**src/rtl/speech_segment_detector_assert.svh**
```systemverilog
// ----------------------------------------------------------------------------
// Assertion macros for the speech segment detector
// Concurrent checks clocked by clk; compiled away for synthesis.
// ----------------------------------------------------------------------------
`ifndef SPEECH_SEGMENT_DETECTOR_ASSERT_SVH
`define SPEECH_SEGMENT_DETECTOR_ASSERT_SVH

`ifndef SYNTHESIS
`define SSD_ASSERT(lbl, prop, msg) \
  lbl: assert property (@(posedge clk) disable iff (!rst_n) prop) else $error(msg);
`define SSD_ASSERT_RST(lbl, prop, msg) \
  lbl: assert property (@(posedge clk) prop) else $error(msg);
`else
`define SSD_ASSERT(lbl, prop, msg)
`define SSD_ASSERT_RST(lbl, prop, msg)
`endif

`endif

```
**src/rtl/ssd_pkg.sv**
```systemverilog
// ----------------------------------------------------------------------------
// ssd_pkg
// Shared types, register indexes and reset values of the segment detector.
// ----------------------------------------------------------------------------
package ssd_pkg;

  localparam int CHUNK_SAMPLES_DEF  = 512;
  localparam int SAMPLES_PER_MS_DEF = 16;

  localparam int CFG_W     = 16;
  localparam int CFG_IDX_W = 3;
  localparam int POS_W     = 32;

  typedef enum logic [CFG_IDX_W-1:0] {
    REG_ENTER_TH    = 3'd0,
    REG_EXIT_TH     = 3'd1,
    REG_MIN_SPEECH  = 3'd2,
    REG_MIN_SILENCE = 3'd3,
    REG_HOLD_OFF    = 3'd4
  } ssd_reg_t;

  localparam logic [CFG_W-1:0] ENTER_TH_RST    = 16'd32768;
  localparam logic [CFG_W-1:0] EXIT_TH_RST     = 16'd22938;
  localparam logic [CFG_W-1:0] MIN_SPEECH_RST  = 16'd250;
  localparam logic [CFG_W-1:0] MIN_SILENCE_RST = 16'd100;
  localparam logic [CFG_W-1:0] HOLD_OFF_RST    = 16'd98;

  typedef struct packed {
    logic [CFG_W-1:0] enter_threshold;
    logic [CFG_W-1:0] exit_threshold;
    logic [CFG_W-1:0] min_speech_ms;
    logic [CFG_W-1:0] min_silence_ms;
    logic [CFG_W-1:0] hold_off_ms;
  } ssd_cfg_t;

  typedef struct packed {
    logic [15:0] chunk_prob;
  } ssd_in_t;

  typedef struct packed {
    logic [POS_W-1:0] segment_start;
    logic [POS_W-1:0] segment_end;
  } ssd_out_t;

endpackage

```
**src/rtl/ssd_stream_if.sv**
```systemverilog
// ----------------------------------------------------------------------------
// ssd_stream_if
// Valid/ready stream channel carrying one payload per transaction.
// ----------------------------------------------------------------------------
interface ssd_stream_if #(
  parameter type payload_t = logic
) ();

  logic     valid;
  logic     ready;
  payload_t payload;

  modport source (output valid, output payload, input ready);
  modport sink   (input valid, input payload, output ready);

endinterface

```
**src/rtl/ssd_cfg.sv**
```systemverilog
// ----------------------------------------------------------------------------
// ssd_cfg
// Configuration register file; writes to unknown indexes are dropped.
// ----------------------------------------------------------------------------
module ssd_cfg
  import ssd_pkg::*;
(
  input  logic                 clk,
  input  logic                 rst_n,
  input  logic                 wr_en,
  input  logic [CFG_IDX_W-1:0] index,
  input  logic [CFG_W-1:0]     wdata,
  output ssd_cfg_t             cfg
);

  ssd_cfg_t cfg_r;
  ssd_cfg_t cfg_nxt;

  always_comb begin
    cfg_nxt = cfg_r;
    if (wr_en) begin
      case (ssd_reg_t'(index))
        REG_ENTER_TH:    cfg_nxt.enter_threshold = wdata;
        REG_EXIT_TH:     cfg_nxt.exit_threshold  = wdata;
        REG_MIN_SPEECH:  cfg_nxt.min_speech_ms   = wdata;
        REG_MIN_SILENCE: cfg_nxt.min_silence_ms  = wdata;
        REG_HOLD_OFF:    cfg_nxt.hold_off_ms     = wdata;
        default:         cfg_nxt = cfg_r;
      endcase
    end
  end

  always_ff @(posedge clk) begin
    if (!rst_n) begin
      cfg_r.enter_threshold <= ENTER_TH_RST;
      cfg_r.exit_threshold  <= EXIT_TH_RST;
      cfg_r.min_speech_ms   <= MIN_SPEECH_RST;
      cfg_r.min_silence_ms  <= MIN_SILENCE_RST;
      cfg_r.hold_off_ms     <= HOLD_OFF_RST;
    end else begin
      cfg_r <= cfg_nxt;
    end
  end

  assign cfg = cfg_r;

endmodule

```
**src/rtl/ssd_core.sv**
```systemverilog
// ----------------------------------------------------------------------------
// ssd_core
// Segment state and combinational hysteresis update for one chunk.
// ----------------------------------------------------------------------------
module ssd_core
  import ssd_pkg::*;
#(
  parameter int CHUNK_SAMPLES  = CHUNK_SAMPLES_DEF,
  parameter int SAMPLES_PER_MS = SAMPLES_PER_MS_DEF
) (
  input  logic        clk,
  input  logic        rst_n,
  input  logic        fire,
  input  logic [15:0] prob,
  input  ssd_cfg_t    cfg,
  output logic        res_valid,
  output ssd_out_t    res
);

  localparam int SPM_W = $clog2(SAMPLES_PER_MS + 1);
  localparam int TH_W  = CFG_W + SPM_W;
  localparam logic [POS_W-1:0] CHUNK_INC = POS_W'(CHUNK_SAMPLES);

  logic [POS_W-1:0] pos_r, pos_nxt;
  logic             in_speech_r, in_speech_nxt;
  logic [POS_W-1:0] sil_begin_r, sil_begin_nxt;
  logic             sil_valid_r, sil_valid_nxt;
  logic [POS_W-1:0] seg_begin_r, seg_begin_nxt;

  logic [TH_W-1:0]  hold_th, sil_th, speech_th;
  logic             is_enter, is_exit;
  logic [POS_W-1:0] sb, d_sil, d_seg;

  assign hold_th   = TH_W'(cfg.hold_off_ms)    * TH_W'(SAMPLES_PER_MS);
  assign sil_th    = TH_W'(cfg.min_silence_ms) * TH_W'(SAMPLES_PER_MS);
  assign speech_th = TH_W'(cfg.min_speech_ms)  * TH_W'(SAMPLES_PER_MS);

  always_comb begin
    pos_nxt       = pos_r + CHUNK_INC;
    in_speech_nxt = in_speech_r;
    sil_begin_nxt = sil_begin_r;
    sil_valid_nxt = sil_valid_r;
    seg_begin_nxt = seg_begin_r;
    is_enter      = prob >= cfg.enter_threshold;
    is_exit       = prob < cfg.exit_threshold;
    sb            = sil_begin_r;
    d_sil         = '0;
    d_seg         = '0;
    res_valid     = 1'b0;

    if (is_enter && !in_speech_r) begin
      in_speech_nxt = 1'b1;
      seg_begin_nxt = pos_nxt;
      sil_valid_nxt = 1'b0;
    end else begin
      sil_valid_nxt = sil_valid_r & ~is_enter;
      if (is_exit && in_speech_r) begin
        if (!sil_valid_nxt) begin
          sb            = pos_nxt;
          sil_valid_nxt = 1'b1;
        end
        sil_begin_nxt = sb;
        d_sil         = pos_nxt - sb;
        // confirmed end once hold-off passed and minimum silence reached
        if (!d_sil[POS_W-1] && d_sil > POS_W'(hold_th) && d_sil >= POS_W'(sil_th)) begin
          in_speech_nxt = 1'b0;
          d_seg         = sb - seg_begin_r;
          if (!d_seg[POS_W-1] && d_seg > POS_W'(speech_th)) begin
            res_valid     = 1'b1;
            seg_begin_nxt = '0;
          end
        end
      end
    end

    res.segment_start = seg_begin_r;
    res.segment_end   = sb;
  end

  always_ff @(posedge clk) begin
    if (!rst_n) begin
      pos_r       <= '0;
      in_speech_r <= 1'b0;
      sil_begin_r <= '0;
      sil_valid_r <= 1'b0;
      seg_begin_r <= '0;
    end else if (fire) begin
      pos_r       <= pos_nxt;
      in_speech_r <= in_speech_nxt;
      sil_begin_r <= sil_begin_nxt;
      sil_valid_r <= sil_valid_nxt;
      seg_begin_r <= seg_begin_nxt;
    end
  end

endmodule

```
**src/rtl/speech_segment_detector.sv**
```systemverilog
// ----------------------------------------------------------------------------
// speech_segment_detector: hysteresis voice-activity segmenter
// Input register then result register; 1 chunk per cycle when not stalled.
// Rate is set by the combinational segment state update in ssd_core.
// Synchronous active-low reset clears state, pipeline and config to defaults.
// ----------------------------------------------------------------------------
`include "speech_segment_detector_assert.svh"

module speech_segment_detector
  import ssd_pkg::*;
#(
  parameter int CHUNK_SAMPLES  = CHUNK_SAMPLES_DEF,
  parameter int SAMPLES_PER_MS = SAMPLES_PER_MS_DEF
) (
  input  logic                 clk,
  input  logic                 rst_n,
  ssd_stream_if.sink           in_stream,
  ssd_stream_if.source         out_stream,
  input  logic                 cfg_wr_en,
  input  logic [CFG_IDX_W-1:0] cfg_index,
  input  logic [CFG_W-1:0]     cfg_wdata
);

  ssd_cfg_t    cfg;
  logic        stg_valid_r, stg_valid_nxt;
  logic [15:0] stg_prob_r;
  logic        out_valid_r, out_valid_nxt;
  ssd_out_t    out_data_r;
  logic        adv, stg_fire, in_fire;
  logic        res_valid;
  ssd_out_t    res;

  ssd_cfg u_cfg (
    .clk   (clk),
    .rst_n (rst_n),
    .wr_en (cfg_wr_en),
    .index (cfg_index),
    .wdata (cfg_wdata),
    .cfg   (cfg)
  );

  ssd_core #(
    .CHUNK_SAMPLES  (CHUNK_SAMPLES),
    .SAMPLES_PER_MS (SAMPLES_PER_MS)
  ) u_core (
    .clk       (clk),
    .rst_n     (rst_n),
    .fire      (stg_fire),
    .prob      (stg_prob_r),
    .cfg       (cfg),
    .res_valid (res_valid),
    .res       (res)
  );

  assign adv             = !out_valid_r || out_stream.ready;
  assign stg_fire        = stg_valid_r && adv;
  assign in_stream.ready = !stg_valid_r || adv;
  assign in_fire         = in_stream.valid && in_stream.ready;

  always_comb begin
    stg_valid_nxt = stg_valid_r;
    if (in_fire) begin
      stg_valid_nxt = 1'b1;
    end else if (stg_fire) begin
      stg_valid_nxt = 1'b0;
    end
    out_valid_nxt = out_valid_r;
    if (adv) begin
      out_valid_nxt = stg_fire && res_valid;
    end
  end

  always_ff @(posedge clk) begin
    if (!rst_n) begin
      stg_valid_r <= 1'b0;
      out_valid_r <= 1'b0;
    end else begin
      stg_valid_r <= stg_valid_nxt;
      out_valid_r <= out_valid_nxt;
    end
  end

  always_ff @(posedge clk) begin
    if (in_fire) begin
      stg_prob_r <= in_stream.payload.chunk_prob;
    end
    if (stg_fire && res_valid) begin
      out_data_r <= res;
    end
  end

  assign out_stream.valid   = out_valid_r;
  assign out_stream.payload = out_data_r;

  `SSD_ASSERT(a_stage_holds, stg_valid_r && out_valid_r && !out_stream.ready |=> stg_valid_r && $stable(stg_prob_r), "stalled stage item lost")
  `SSD_ASSERT(a_no_accept_full, !(in_stream.ready && stg_valid_r && out_valid_r && !out_stream.ready), "input accepted while pipeline full")
  `SSD_ASSERT(a_result_from_fire, $rose(out_valid_r) |-> $past(stg_fire), "result without stage transaction")
  `SSD_ASSERT_RST(a_reset_empty, !rst_n |=> !out_valid_r && !stg_valid_r, "pipeline not empty after reset")

endmodule

```
**src/flat_wrapper.sv**
```systemverilog
// flat-port wrapper written by rule: the top's interface ports become plain ports
module speech_segment_detector_flat import ssd_pkg::*;
#(
  parameter int CHUNK_SAMPLES  = CHUNK_SAMPLES_DEF,
  parameter int SAMPLES_PER_MS = SAMPLES_PER_MS_DEF
)
  (clk, rst_n, cfg_wr_en, cfg_index, cfg_wdata, in_stream_valid, in_stream_payload, in_stream_ready, out_stream_valid, out_stream_payload, out_stream_ready);
  ssd_stream_if #(.payload_t(ssd_in_t)) in_stream_i ();
  ssd_stream_if #(.payload_t(ssd_out_t)) out_stream_i ();
  input  logic clk;
  input  logic rst_n;
  input  logic cfg_wr_en;
  input  logic [CFG_IDX_W-1:0] cfg_index;
  input  logic [CFG_W-1:0] cfg_wdata;
  input wire logic [$bits(in_stream_i.valid)-1:0] in_stream_valid;
  input wire logic [$bits(in_stream_i.payload)-1:0] in_stream_payload;
  output wire logic [$bits(in_stream_i.ready)-1:0] in_stream_ready;
  output wire logic [$bits(out_stream_i.valid)-1:0] out_stream_valid;
  output wire logic [$bits(out_stream_i.payload)-1:0] out_stream_payload;
  input wire logic [$bits(out_stream_i.ready)-1:0] out_stream_ready;
  assign in_stream_i.valid = in_stream_valid;
  assign in_stream_i.payload = in_stream_payload;
  assign in_stream_ready = in_stream_i.ready;
  assign out_stream_valid = out_stream_i.valid;
  assign out_stream_payload = out_stream_i.payload;
  assign out_stream_i.ready = out_stream_ready;
  speech_segment_detector #(.CHUNK_SAMPLES(CHUNK_SAMPLES), .SAMPLES_PER_MS(SAMPLES_PER_MS)) u_core (.clk(clk), .rst_n(rst_n), .in_stream(in_stream_i), .out_stream(out_stream_i), .cfg_wr_en(cfg_wr_en), .cfg_index(cfg_index), .cfg_wdata(cfg_wdata));
endmodule
```
**config.mk**
```make
export PLATFORM = sky130hd
export DESIGN_NAME = speech_segment_detector_flat
export DESIGN_NICKNAME = d
export VERILOG_FILES = /design/src/rtl/ssd_pkg.sv /design/src/rtl/ssd_stream_if.sv /design/src/rtl/ssd_cfg.sv /design/src/rtl/ssd_core.sv /design/src/rtl/speech_segment_detector.sv /design/src/flat_wrapper.sv
export VERILOG_INCLUDE_DIRS = /design/src /design/src/rtl
export SDC_FILE = /design/constraint.sdc
export NUM_CORES = 1
export LEC_CHECK = 0
export BUFFER_PORTS_ARGS = -buffer_cell sky130_fd_sc_hd__buf_4
export CORE_MARGIN = 2
export CORE_UTILIZATION = 40
export DETAILED_ROUTE_END_ITERATION = 10
export GPL_TIMING_DRIVEN = 0
export PLACE_DENSITY = 0.57
export SETUP_SLACK_MARGIN = 0.05
export SLEW_MARGIN = 10
export SYNTH_ARGS = -nofsm -noshare
export SYNTH_HDL_FRONTEND = slang
export SYNTH_HIERARCHICAL = 1
export SYNTH_SLANG_ARGS = --single-unit
```
**constraint.sdc**
```tcl
create_clock -name clk -period 13.8 [get_ports clk]
set_input_delay 0.69 -clock clk [delete_from_list [all_inputs] [get_ports clk]]
set_output_delay 0.69 -clock clk [all_outputs]
set_load 0.02 [all_outputs]
```
==> metrics, run 1 <==
Total Power=2.00 mW; vias=12687; Hold Vio Cnt, Final=0; DRC=0; worst slew pin tran=1.32 ns; leakage power total=7.91 nW; CORE AREA=37600 um^2; Chip Width=199 um; Via-to-Cell Ratio=5.36; DRT Wirelength=45.3 mm; starting density of the core=40.5%; period utilization=80.0%; crit path launch type=register; crit path DAT=11.30 ns; hold-fix buffer count after cts=0; synth-to-layout area growth=17.1%; minimum clock period=11.04 ns; status=finished clean; initial antenna violation count=1; capturing point of the worst reg2reg path=u_core/out_stream.payload[6]$_DFFE_PP_; Syn Inst Count=1686; htree depth=1; GRT overflow=0; RSZ-0062 raised after global routing=no; Reg-to-Reg Start=u_core/stg_prob_r[15]$_DFFE_PP_; CTS tree=built; Netlist cell types=96; Critical Setup Path Class=register to register; layout cells sized above 1=12.1%; critical path's largest stage delay=0.79 ns; Max FO, Critical Path=30; Clock transition at path regs=0.06 ns; Post-layout nets=1989; HPWL Detailed=35.6 mm; Setup Buffers After CTS=0; first-pass GRT wire length=69.8 mm; Post-DRT Antenna Nets=0; nature of the critical path endpoint=register; clock skew=0.00879 ns; worst setup path startpoint=u_core/stg_prob_r[15]$_DFFE_PP_; I/O pin count=106; Site Rows=71; Routed WL per cell=19.2 um; Syn. warnings=6; crit path to=u_core/out_stream.payload[6]$_DFFE_PP_; Max-cap violations=0; root buffer cell=clkbuf_16; Peak VDD IR=0.0000990 V; Pre-Repair DR Iteration Count=6; setup TNS=0 ns; port buffer count=105; post-CTS sizing=0; Crit path required time=14.06 ns; Seq/Total Area, Yosys=37.1%; Die Area=39600 um^2; initial DRC count=801; Slowest-stage cell, CP=a311oi_1; Slew headroom=12.0%; Yosys reg bits=242; worst reg-to-reg setup slack=2.76 ns; Post-synth EDFFs=80; Most used DFF post-synth=dfxtp_1; setup violators final=0; vias in the first global route=12482; Syn Area/Cell=9.03 um^2; ant diodes=0; synthesized cell area=15200 um^2; HP Class=input pin to register; Die Span Y=199 um; CTS buffer count=29; fmax=90.6 MHz; Async S/R FF share, synth=0%; clk_lat worst skew=0.57 ns; GPL Wtd Cong=0.893; Max Slew Vio Count=0; pin count of the biggest net entering global routing=31; Clock Path Buffers=3; Reg2Reg Depth=31; Crit path top cell by count=ha_1; power per cell area=112 nW/um^2; clock sink count=242; All-Layer GR Usage=22.9%
==> metal layers <==
layer / vias up / wire, um / track usage [%]
li1: 6242 / - / -
met1: 6042 / 20300 / 29.8
met2: 338 / 21200 / 38.9
met3: 65 / 2660 / 4.07
met4: 0 / 1180 / 6.55
met5: - / 0 / 0
==> power by group <==
part,total [mW],switching [mW],leakage (nW),internal (mW)
Combinational,0.411,0.250,5.23,0.161
Sequential,0.750,0.00719,2.14,0.742
Clock,0.837,0.325,0.536,0.512
==> cell usage after synthesis (9+ instances only) <==
library cell | number | area, um^2
a21o_1 | 43 | 323
a21oi_1 | 91 | 455
a22o_1 | 20 | 175
a31oi_1 | 18 | 113
and2_1 | 22 | 138
and3_1 | 21 | 131
buf_2 | 13 | 65.1
buf_4 | 14 | 105
clkbuf_1 | 51 | 191
dfxtp_1 | 162 | 3240
edfxtp_1 | 80 | 2400
ha_1 | 115 | 1440
inv_1 | 146 | 548
mux2i_1 | 115 | 1150
nand2_1 | 178 | 668
nand2b_1 | 9 | 56.3
nand3_1 | 27 | 135
nand4_1 | 28 | 175
nor2_1 | 122 | 458
nor2b_1 | 51 | 319
nor3_1 | 16 | 80.1
nor4_1 | 14 | 87.6
o211ai_1 | 9 | 67.6
o21ai_0 | 60 | 300
o21bai_1 | 10 | 75.1
xnor2_1 | 42 | 368
xor2_1 | 32 | 280
==> flip-flops by register name, summed over array words and instances (netlist names) <==
name                       cells
u_core/out_stream.payload     64
u_core/out_stream.valid        1
u_core/stg_prob_r             16
u_core/stg_valid_r             1
u_core/u_cfg/cfg              80
u_core/u_core/in_speech_r      1
u_core/u_core/pos_r           23
u_core/u_core/seg_begin_r     23
u_core/u_core/sil_begin_r     32
u_core/u_core/sil_valid_r      1
==> worst max-delay path: cells and delay by family (launching register included) <==
kind,cells,cell delay [ns]
buffers and inverters,5,1.72
adder cells (fa/ha/maj),5,1.95
multiplexers,1,0.30
AO/OA/AOI/OAI,12,3.57
flip-flops,1,0.45
XOR/XNOR,1,0.43
AND/OR/NAND/NOR,7,2.23
==> through the flow <==
stage | cells | area, um^2 | worst slack, ns | utilization [%] | hold WS [ns]
6_report | 2366 | 17800 | 2.76 | 47.4 | 0.296
5_1_grt | 2366 | 17800 | 2.47 | 47.4 | 0.277
4_1_cts | 2366 | 17800 | 2.90 | 47.4 | 0.267
3_5_place_dp | 2313 | 16700 | 2.94 | 44.6 | 0.449
3_3_place_gp | 2310 | 16700 | -0.481 | 44.4 | 0.444
2_1_floorplan | 1694 | 15300 | 4.29 | - | 0.431
==> cells in the final DEF (no fill, tap or decap), types with 13 or more instances in the layout <==
| master | count |
|---|---|
| and2_1 | 22 |
| inv_1 | 146 |
| a31oi_1 | 18 |
| dfxtp_1 | 162 |
| a21o_1 | 43 |
| nor3_1 | 16 |
| edfxtp_1 | 80 |
| buf_2 | 13 |
| mux2i_1 | 115 |
| o21ai_0 | 60 |
| a22o_1 | 20 |
| xnor2_1 | 42 |
| nor2b_1 | 51 |
| a21oi_1 | 91 |
| nand3_1 | 27 |
| and3_1 | 21 |
| buf_4 | 119 |
| nor4_1 | 14 |
| nand4_1 | 28 |
| clkbuf_16 | 37 |
| clkbuf_1 | 53 |
| nand2_1 | 178 |
| nor2_1 | 121 |
| ha_1 | 115 |
| xor2_1 | 32 |
==> cells by family (layout without fill, tap and decap cells) <==
| group | count (synthesis) | after routing | share of synthesized area [%] |
|---|---|---|---|
| buffers and inverters | 238 | 399 | 6.68 |
| other | 1 | 9 | 0.0246 |
| xor gates and xnor gates | 80 | 80 | 5.15 |
| muxes | 123 | 123 | 8.15 |
| AOI/OAI and AO/OA | 347 | 347 | 15.6 |
| and+or+nand+nor | 531 | 531 | 17.2 |
| adders and majority gates | 124 | 124 | 10.1 |
| DFF | 242 | 242 | 37.1 |
==> cell type report <==
cell class | count | area [um^2]
Buffer | 91 | 465
Clock buffer | 42 | 975
Clock inverter | 11 | 101
Fill cell | 3690 | 19800
Inverter | 147 | 552
Multi-Input combinational cell | 1214 | 8600
Sequential cell | 242 | 5650
Tap cell | 511 | 639
Timing Repair Buffer | 108 | 840
==> how the worst min path moves through the flow <==
stage	start	endpoint	cells after the start
after detailed placement	u_core/u_cfg/cfg[65]$_SDFFE_PN0P_	u_core/u_cfg/cfg[65]$_SDFFE_PN0P_	2
after global placement	u_core/u_cfg/cfg[69]$_SDFFE_PN0P_	u_core/u_cfg/cfg[69]$_SDFFE_PN0P_	2
after CTS	in_stream_payload[12]	u_core/stg_prob_r[12]$_DFFE_PP_	1
after floorplan	u_core/u_core/seg_begin_r[16]$_SDFFE_PN0P_	u_core/out_stream.payload[48]$_DFFE_PP_	0
final	in_stream_payload[4]	u_core/stg_prob_r[4]$_DFFE_PP_	1
after global routing	in_stream_payload[3]	u_core/stg_prob_r[3]$_DFFE_PP_	1
Note: power is estimated with default switching activity, not from simulation.
==> inputs of run 2 (changes only) <==
--- a/config.mk
+++ b/config.mk
@@ -6,6 +6,7 @@
 export SDC_FILE = /design/constraint.sdc
 export NUM_CORES = 1
 export LEC_CHECK = 0
+export ABC_AREA = 1
 export BUFFER_PORTS_ARGS = -buffer_cell sky130_fd_sc_hd__buf_4
 export CORE_MARGIN = 2
 export CORE_UTILIZATION = 40
==> constraint.sdc (replaced) <==
create_clock -name clk -period 11.2 [get_ports clk]
set_input_delay 0.56 -clock clk [delete_from_list [all_inputs] [get_ports clk]]
set_output_delay 0.56 -clock clk [all_outputs]
set_load 0.02 [all_outputs]
==> run 2 against run 1 <==
  * First-iteration DRC count increased by 23%
  * Sequential share of layout area grew 0.51 points
  * Synthesized cell count increased by 26%
  * Flip-flop and latch count did not move
  * Sequential power rose by 27%
  * Critical path type unchanged
  * Largest cell class unchanged
  * Highest routed layer unchanged
==> metrics, run 2 <==
area of the multi-input gates=7730 um^2 (was 8600 um^2); GPL Wtd Cong=0.938 (was 0.893); first-pass GRT wire length=71.8 mm (was 69.8 mm); port buffer count=105 (unchanged); post-CTS sizing=0 (unchanged); number of flip-flops in the largest register=80 (unchanged); Routed WL per cell=16.7 um (was 19.2 um); layout cells sized above 1=10.4% (was 12.1%); worst slew pin tran=1.06 ns (was 1.32 ns); most common cell after layout, fill and taps aside=nand2_1 (unchanged); HPWL Detailed=37.9 mm (was 35.6 mm); most common cell in the netlist=nand2_1 (unchanged); Hold Vio Cnt, Final=0 (unchanged); Via-to-Cell Ratio=5.01 (was 5.36); root buffer cell=clkbuf_16 (unchanged); Post-synth EDFFs=80 (unchanged); Slowest-stage cell, CP=o21ai_0 (was a311oi_1); fmax=133 MHz (was 90.6 MHz); Clock Path Buffers=3 (unchanged); Filler cells=3881 (was 3690); hold-fix buffer count after cts=0 (unchanged); minimum clock period=7.52 ns (was 11.04 ns); htree depth=1 (unchanged); initial DRC count=986 (was 801); top post-synthesis cells by area=dfxtp_1, edfxtp_1, nand2_1 (was dfxtp_1, edfxtp_1, ha_1); clock sink count=242 (unchanged); crit path launch type=register (unchanged); nature of the critical path endpoint=register (unchanged); CTS tree=built (unchanged); Post-DRT Antenna Nets=0 (unchanged); setup violators final=0 (unchanged); I/O pin count=106 (unchanged); Netlist cell types=56 (was 96); Max FO, Critical Path=31 (was 30); GRT overflow=0 (unchanged); Most used DFF post-synth=dfxtp_1 (unchanged); Yosys reg bits=242 (unchanged); critical path's largest stage delay=0.59 ns (was 0.79 ns); commonest cells after routing, fill and taps aside=nand2_1, inv_1, nor2_1 (was nand2_1, dfxtp_1, inv_1); DRC=0 (unchanged); Reg-to-Reg Start=u_core/stg_prob_r[15]$_DFFE_PP_ (unchanged); Setup Buffers After CTS=0 (unchanged); HP Class=input pin to register (unchanged); synth-to-layout area growth=16.3% (was 17.1%); crit path DAT=7.81 ns (was 11.30 ns); Clock transition at path regs=0.06 ns (about the same); Crit path required time=11.49 ns (was 14.06 ns); capturing point of the worst reg2reg path=u_core/out_stream.payload[4]$_DFFE_PP_ (was u_core/out_stream.payload[6]$_DFFE_PP_); RSZ-0062 raised after global routing=no (unchanged); period utilization=67.2% (was 80.0%); pin count of the biggest net entering global routing=32 (was 31); Max Slew Vio Count=0 (unchanged); CORE AREA=37400 um^2 (was 37600 um^2); Yosys top cell by area=dfxtp_1 (unchanged); clk_lat worst skew=0.56 ns (was 0.57 ns); All-Layer GR Usage=23.7% (was 22.9%); Syn Area/Cell=7.12 um^2 (was 9.03 um^2); placed inst area=16600 um^2 (was 16700 um^2); ant diodes=0 (unchanged); starting density of the core=40.3% (was 40.5%); register area=5650 um^2 (unchanged); Async S/R FF share, synth=0% (unchanged); Die Span Y=198 um (was 199 um); worst setup path startpoint=u_core/stg_prob_r[15]$_DFFE_PP_ (unchanged); status=finished clean (unchanged); power per cell area=142 nW/um^2 (was 112 nW/um^2); Syn. warnings=6 (unchanged); Synth top cells by count=nand2_1, inv_1, nor2_1 (was nand2_1, dfxtp_1, inv_1); clock skew=0.0259 ns (was 0.00879 ns); Critical Setup Path Class=register to register (unchanged); Post-layout nets=2418 (was 1989); Peak VDD IR=0.000108 V (was 0.0000990 V); final instance area=17500 um^2 (was 17800 um^2); CTS buffer count=27 (was 29); leakage power total=8.56 nW (was 7.91 nW); Pre-Repair DR Iteration Count=5 (was 6); vias in the first global route=13079 (was 12482); worst reg-to-reg setup slack=3.68 ns (was 2.76 ns); Chip Width=198 um (was 199 um); crit path to=u_core/out_stream.payload[4]$_DFFE_PP_ (was u_core/out_stream.payload[6]$_DFFE_PP_); synthesized cell area=15100 um^2 (was 15200 um^2); Syn Inst Count=2118 (was 1686); top cell type's share of synthesized area=21.5% (was 21.3%); Max-cap violations=0 (unchanged); Seq/Total Area, Yosys=37.4% (was 37.1%); vias=13999 (was 12687); Reg2Reg Depth=37 (was 31); DRT Wirelength=46.7 mm (was 45.3 mm); setup TNS=0 ns (unchanged); Die Area=39300 um^2 (was 39600 um^2); initial antenna violation count=0 (was 1); Slew headroom=27.7% (was 12.0%); Site Rows=71 (unchanged)
run 2: cell count changes after synthesis, moves of 20 or more:
cell     delta
a21o_1     -41
a21oi_1    +48
a22o_1     -20
and2_1     -22
and3_1     -20
inv_1     +202
mux2i_1   -115
nand2_1   +307
nand3_1   +136
nor2_1    +104
nor2b_1    -51
o21ai_0    +45
xnor2_1    -33
run 2: worst min-delay path by stage:
stage                                           start                           endpoint  slack, ns  cells past startpoint
floorplan           u_core/u_cfg/cfg[18]$_SDFFE_PN1P_  u_core/u_cfg/cfg[18]$_SDFFE_PN1P_       0.43                      2
global placement    u_core/u_cfg/cfg[18]$_SDFFE_PN1P_  u_core/u_cfg/cfg[18]$_SDFFE_PN1P_       0.45                      2
detailed placement  u_core/u_cfg/cfg[18]$_SDFFE_PN1P_  u_core/u_cfg/cfg[18]$_SDFFE_PN1P_       0.45                      2
CTS                             in_stream_payload[11]    u_core/stg_prob_r[11]$_DFFE_PP_       0.16                      1
global route                     in_stream_payload[4]     u_core/stg_prob_r[4]$_DFFE_PP_       0.17                      1
finish                          in_stream_payload[11]    u_core/stg_prob_r[11]$_DFFE_PP_       0.19                      1
run 2: area by class of cell:
cell class	count	share of cell area, %
repair buffers	107	4.72
clock buffers	37	4.35
clock inverters	12	1.08
multi-input cells	1448	44.1
inverters	366	7.85
plain buffers	70	2.10
flip-flops and latches	242	32.2
well taps	511	3.64
run 2: metal layers:
layer  vias to the layer above  GRT usage, %  share of wire [%]
met5                         -             0                  0
li1                       7084             -                  -
met4                         0          8.60                3.5
met3                        82          2.88                5.6
met1                      6434          31.6                 45
met2                       399          39.5                 46
run 2: logic make-up after synthesis:
family / after synthesis / synth area share [%]
AND/OR/NAND/NOR: 986 / 28.1
buffers and inverters: 436 / 11.6
AO/OA/AOI/OAI: 293 / 10.5
flip-flops: 242 / 37.4
adder cells (fa/ha/maj): 116 / 9.67
XOR/XNOR: 44 / 2.66
other: 1 / 0.0249
run 2: power by group:
part	switching [mW]	internal, mW
Clock	0.370	0.590
Sequential	0.0187	0.932
Combinational	0.383	0.204
run 2: critical path, delay by kind of cell, from the launching register on:
family | cells | cell delay (ns)
AND/OR/NAND/NOR | 17 | 2.09
buffers and inverters | 9 | 1.53
XOR/XNOR | 1 | 0.29
flip-flops | 1 | 0.42
AO/OA/AOI/OAI | 7 | 1.84
adder cells (fa/ha/maj) | 3 | 1.08
run 2: stage by stage:
step | cells | util, % | worst slack, ns | power [mW] | hold WS, ns
floorplan | 2126 | - | 3.61 | 1.39 | 0.429
global placement | 2742 | 44.2 | 0.239 | 1.54 | 0.447
detailed placement | 2744 | 44.3 | 3.79 | 1.55 | 0.451
CTS | 2793 | 46.9 | 3.76 | 2.51 | 0.163
global route | 2793 | 46.9 | 3.23 | 2.64 | 0.175
finish | 2793 | 46.9 | 3.68 | 2.50 | 0.192
==> inputs of run 3 (changes only) <==
==> constraint.sdc (replaced) <==
create_clock -name clk -period 7.4 [get_ports clk]
set_input_delay 0.37 -clock clk [delete_from_list [all_inputs] [get_ports clk]]
set_output_delay 0.37 -clock clk [all_outputs]
set_load 0.02 [all_outputs]
==> run 3 against run 2 <==
  * Die area unchanged
  * Final area increased by 1.3%
  * Sequential power increased by 52%
  * Routed wire length about the same
  * Fmax increased by 9.0%
  * Critical path type unchanged
  * Largest cell class unchanged
==> metrics, run 3 (same netlist as run 2, synthesis figures left out) <==
capturing point of the worst reg2reg path=u_core/out_stream.payload[36]$_DFFE_PP_ (was u_core/out_stream.payload[4]$_DFFE_PP_); ant diodes=0 (unchanged); port buffer count=105 (unchanged); Chip Width=198 um (unchanged); crit path DAT=7.20 ns (was 7.81 ns); Crit path required time=7.70 ns (was 11.49 ns); first-pass GRT wire length=72.4 mm (was 71.8 mm); most common cell after layout, fill and taps aside=nand2_1 (unchanged); met2 Resource Use GR=40.5% (was 39.5%); Slowest-stage cell, CP=ha_1 (was o21ai_0); commonest cells after routing, fill and taps aside=nand2_1, inv_1, nor2_1 (unchanged); Die Area=39300 um^2 (unchanged); Max FO, Critical Path=27 (was 31); I/O pin count=106 (unchanged); Hold Vio Cnt, Final=0 (unchanged); hold worst-path end=u_core/u_cfg/cfg[60]$_SDFFE_PN1P_ (was u_core/stg_prob_r[11]$_DFFE_PP_); HP Class=input pin to register (unchanged); Critical Setup Path Class=register to register (unchanged); Clock transition at path regs=0.06 ns (about the same); Reg2Reg Depth=36 (was 37); power per cell area=217 nW/um^2 (was 142 nW/um^2); Final Util=47.5% (was 46.9%); RSZ-0062 raised after global routing=no (unchanged); synth-to-layout area growth=17.9% (was 16.3%); GPL Wtd Cong=0.937 (was 0.938); Max Slew Vio Count=0 (unchanged); Slew headroom=27.6% (was 27.7%); period utilization=93.3% (was 67.2%); pin count of the biggest net entering global routing=28 (was 32); htree depth=1 (unchanged); crit path launch type=register (unchanged); final instance area=17800 um^2 (was 17500 um^2); Routed WL per cell=16.6 um (was 16.7 um); Post-layout nets=2435 (was 2418); leakage power total=8.65 nW (was 8.56 nW); Reg-to-Reg Start=u_core/stg_prob_r[15]$_DFFE_PP_ (unchanged); M3 GR Usage=2.79% (was 2.88%); All-Layer GR Usage=23.9% (was 23.7%); vias=14123 (was 13999); minimum clock period=6.90 ns (was 7.52 ns); clk_lat worst skew=0.55 ns (was 0.56 ns); CTS buffer count=28 (was 27); clock sink count=242 (unchanged); worst slew pin tran=1.06 ns (about the same); number of flip-flops in the largest register=80 (unchanged); hold path startpoint=cfg_wdata[12] (was in_stream_payload[11]); initial antenna violation count=0 (unchanged); HPWL Detailed=37.9 mm (about the same); Filler cells=3827 (was 3881); fmax=145 MHz (was 133 MHz); initial DRC count=1067 (was 986); clock skew=0.0161 ns (was 0.0259 ns); worst reg-to-reg setup slack=0.50 ns (was 3.68 ns); gr busiest metal=met2 (unchanged); Peak VDD IR=0.000155 V (was 0.000108 V); setup TNS=0 ns (unchanged); status=finished clean (unchanged); Worst Hold Depth=3 (was 1); setup violators final=0 (unchanged); Post-DRT Antenna Nets=0 (unchanged); root buffer cell=clkbuf_16 (unchanged); CTS tree=built (unchanged); Max-cap violations=0 (unchanged); nature of the critical path endpoint=register (unchanged); Via-to-Cell Ratio=5.02 (was 5.01); GRT overflow=0 (unchanged); DRC=0 (unchanged); vias in the first global route=13284 (was 13079); Total Power=3.85 mW (was 2.50 mW); Site Rows=71 (unchanged); starting density of the core=40.3% (unchanged); placed inst area=16600 um^2 (about the same); layout cells sized above 1=10.3% (was 10.4%); DRT Wirelength=46.7 mm (about the same); Clock Path Buffers=3 (unchanged); Die Span Y=198 um (unchanged); Pre-Repair DR Iteration Count=5 (unchanged); critical path's largest stage delay=0.42 ns (was 0.59 ns); CORE AREA=37400 um^2 (unchanged); met1 Track Usage GR=31.2% (was 31.6%)
[run 3: cell count changes in the layout (fill, tap and decap cells not counted), sizes merged]
| cell | previous run | this run |
|---|---|---|
| buf | 137 | 138 |
| clkbuf | 77 | 71 |
| bufinv | 5 | 7 |
| clkinv | 8 | 12 |
| clkinvlp | 0 | 2 |
| dlygate4sd3 | 0 | 16 |
[run 3: area by class of cell]
cell class	instances	area, um^2	share of cell area, %
well taps	511	639	3.60
flip-flops and latches	242	5650	31.8
clock inverters	20	273	1.53
clock buffers	32	737	4.15
multi-input cells	1448	7730	43.5
plain buffers	69	365	2.06
inverters	366	1380	7.74
repair buffers	124	1000	5.65
[run 3: power by group]
| group | total [mW] | internal, mW | switching (mW) |
|---|---|---|---|
| logic | 0.898 | 0.315 | 0.582 |
| registers | 1.44 | 1.41 | 0.0281 |
| clock network | 1.52 | 0.954 | 0.562 |
| total | 3.85 | 2.68 | 1.17 |
[run 3: timing repair]
action / in CTS / in global routing
pin swaps: 1 / 0
hold buffers: 16 / 0
hold endpoints to repair: 16 / 0
gates resized for setup: 0 / 3
setup endpoints to repair: 46 / 88
buffers inserted: 1 / 0
[run 3: worst max-delay path by stage]
stage / startpoint / endpoint / slack (ns) / cells after the start
4_1_cts: u_core/stg_prob_r[15]$_DFFE_PP_ / u_core/out_stream.payload[36]$_DFFE_PP_ / 0.14 / 37
3_5_place_dp: u_core/stg_prob_r[15]$_DFFE_PP_ / u_core/out_stream.payload[38]$_DFFE_PP_ / -0.26 / 36
6_report: u_core/stg_prob_r[15]$_DFFE_PP_ / u_core/out_stream.payload[36]$_DFFE_PP_ / 0.50 / 36
3_3_place_gp: u_core/stg_prob_r[15]$_DFFE_PP_ / u_core/out_stream.payload[39]$_DFFE_PP_ / -1.77 / 34
5_1_grt: u_core/stg_prob_r[15]$_DFFE_PP_ / u_core/out_stream.payload[36]$_DFFE_PP_ / 0.09 / 37
2_1_floorplan: u_core/stg_prob_r[7]$_DFFE_PP_ / u_core/out_stream.payload[0]$_DFFE_PP_ / 0.87 / 38
[run 3: worst max-delay path, delay by kind of cell, from the launching register on]
kind | cells | cell delay, ns
adder cells (fa/ha/maj) | 3 | 1.05
buffers and inverters | 8 | 1.18
AO/OA/AOI/OAI | 7 | 1.65
flip-flops | 1 | 0.41
AND/OR/NAND/NOR | 17 | 2.05
XOR/XNOR | 1 | 0.28
[run 3: metal layers]
layer  vias to the layer above  routed length, um
met2                       441              21700
met4                         0               1860
met1                      6478              20600
li1                       7111                  -
met5                         -                  0
met3                        93               2570
[run 3: metrics by stage]
stage	hold slack [ns]	worst slack [ns]	instances
after floorplan	0.429	0.865	2126
after global placement	0.446	-1.77	2742
after detailed placement	0.450	-0.264	2744
after CTS	0.0192	0.141	2813
after global routing	0.0296	0.0912	2812
final	0.0443	0.497	2812
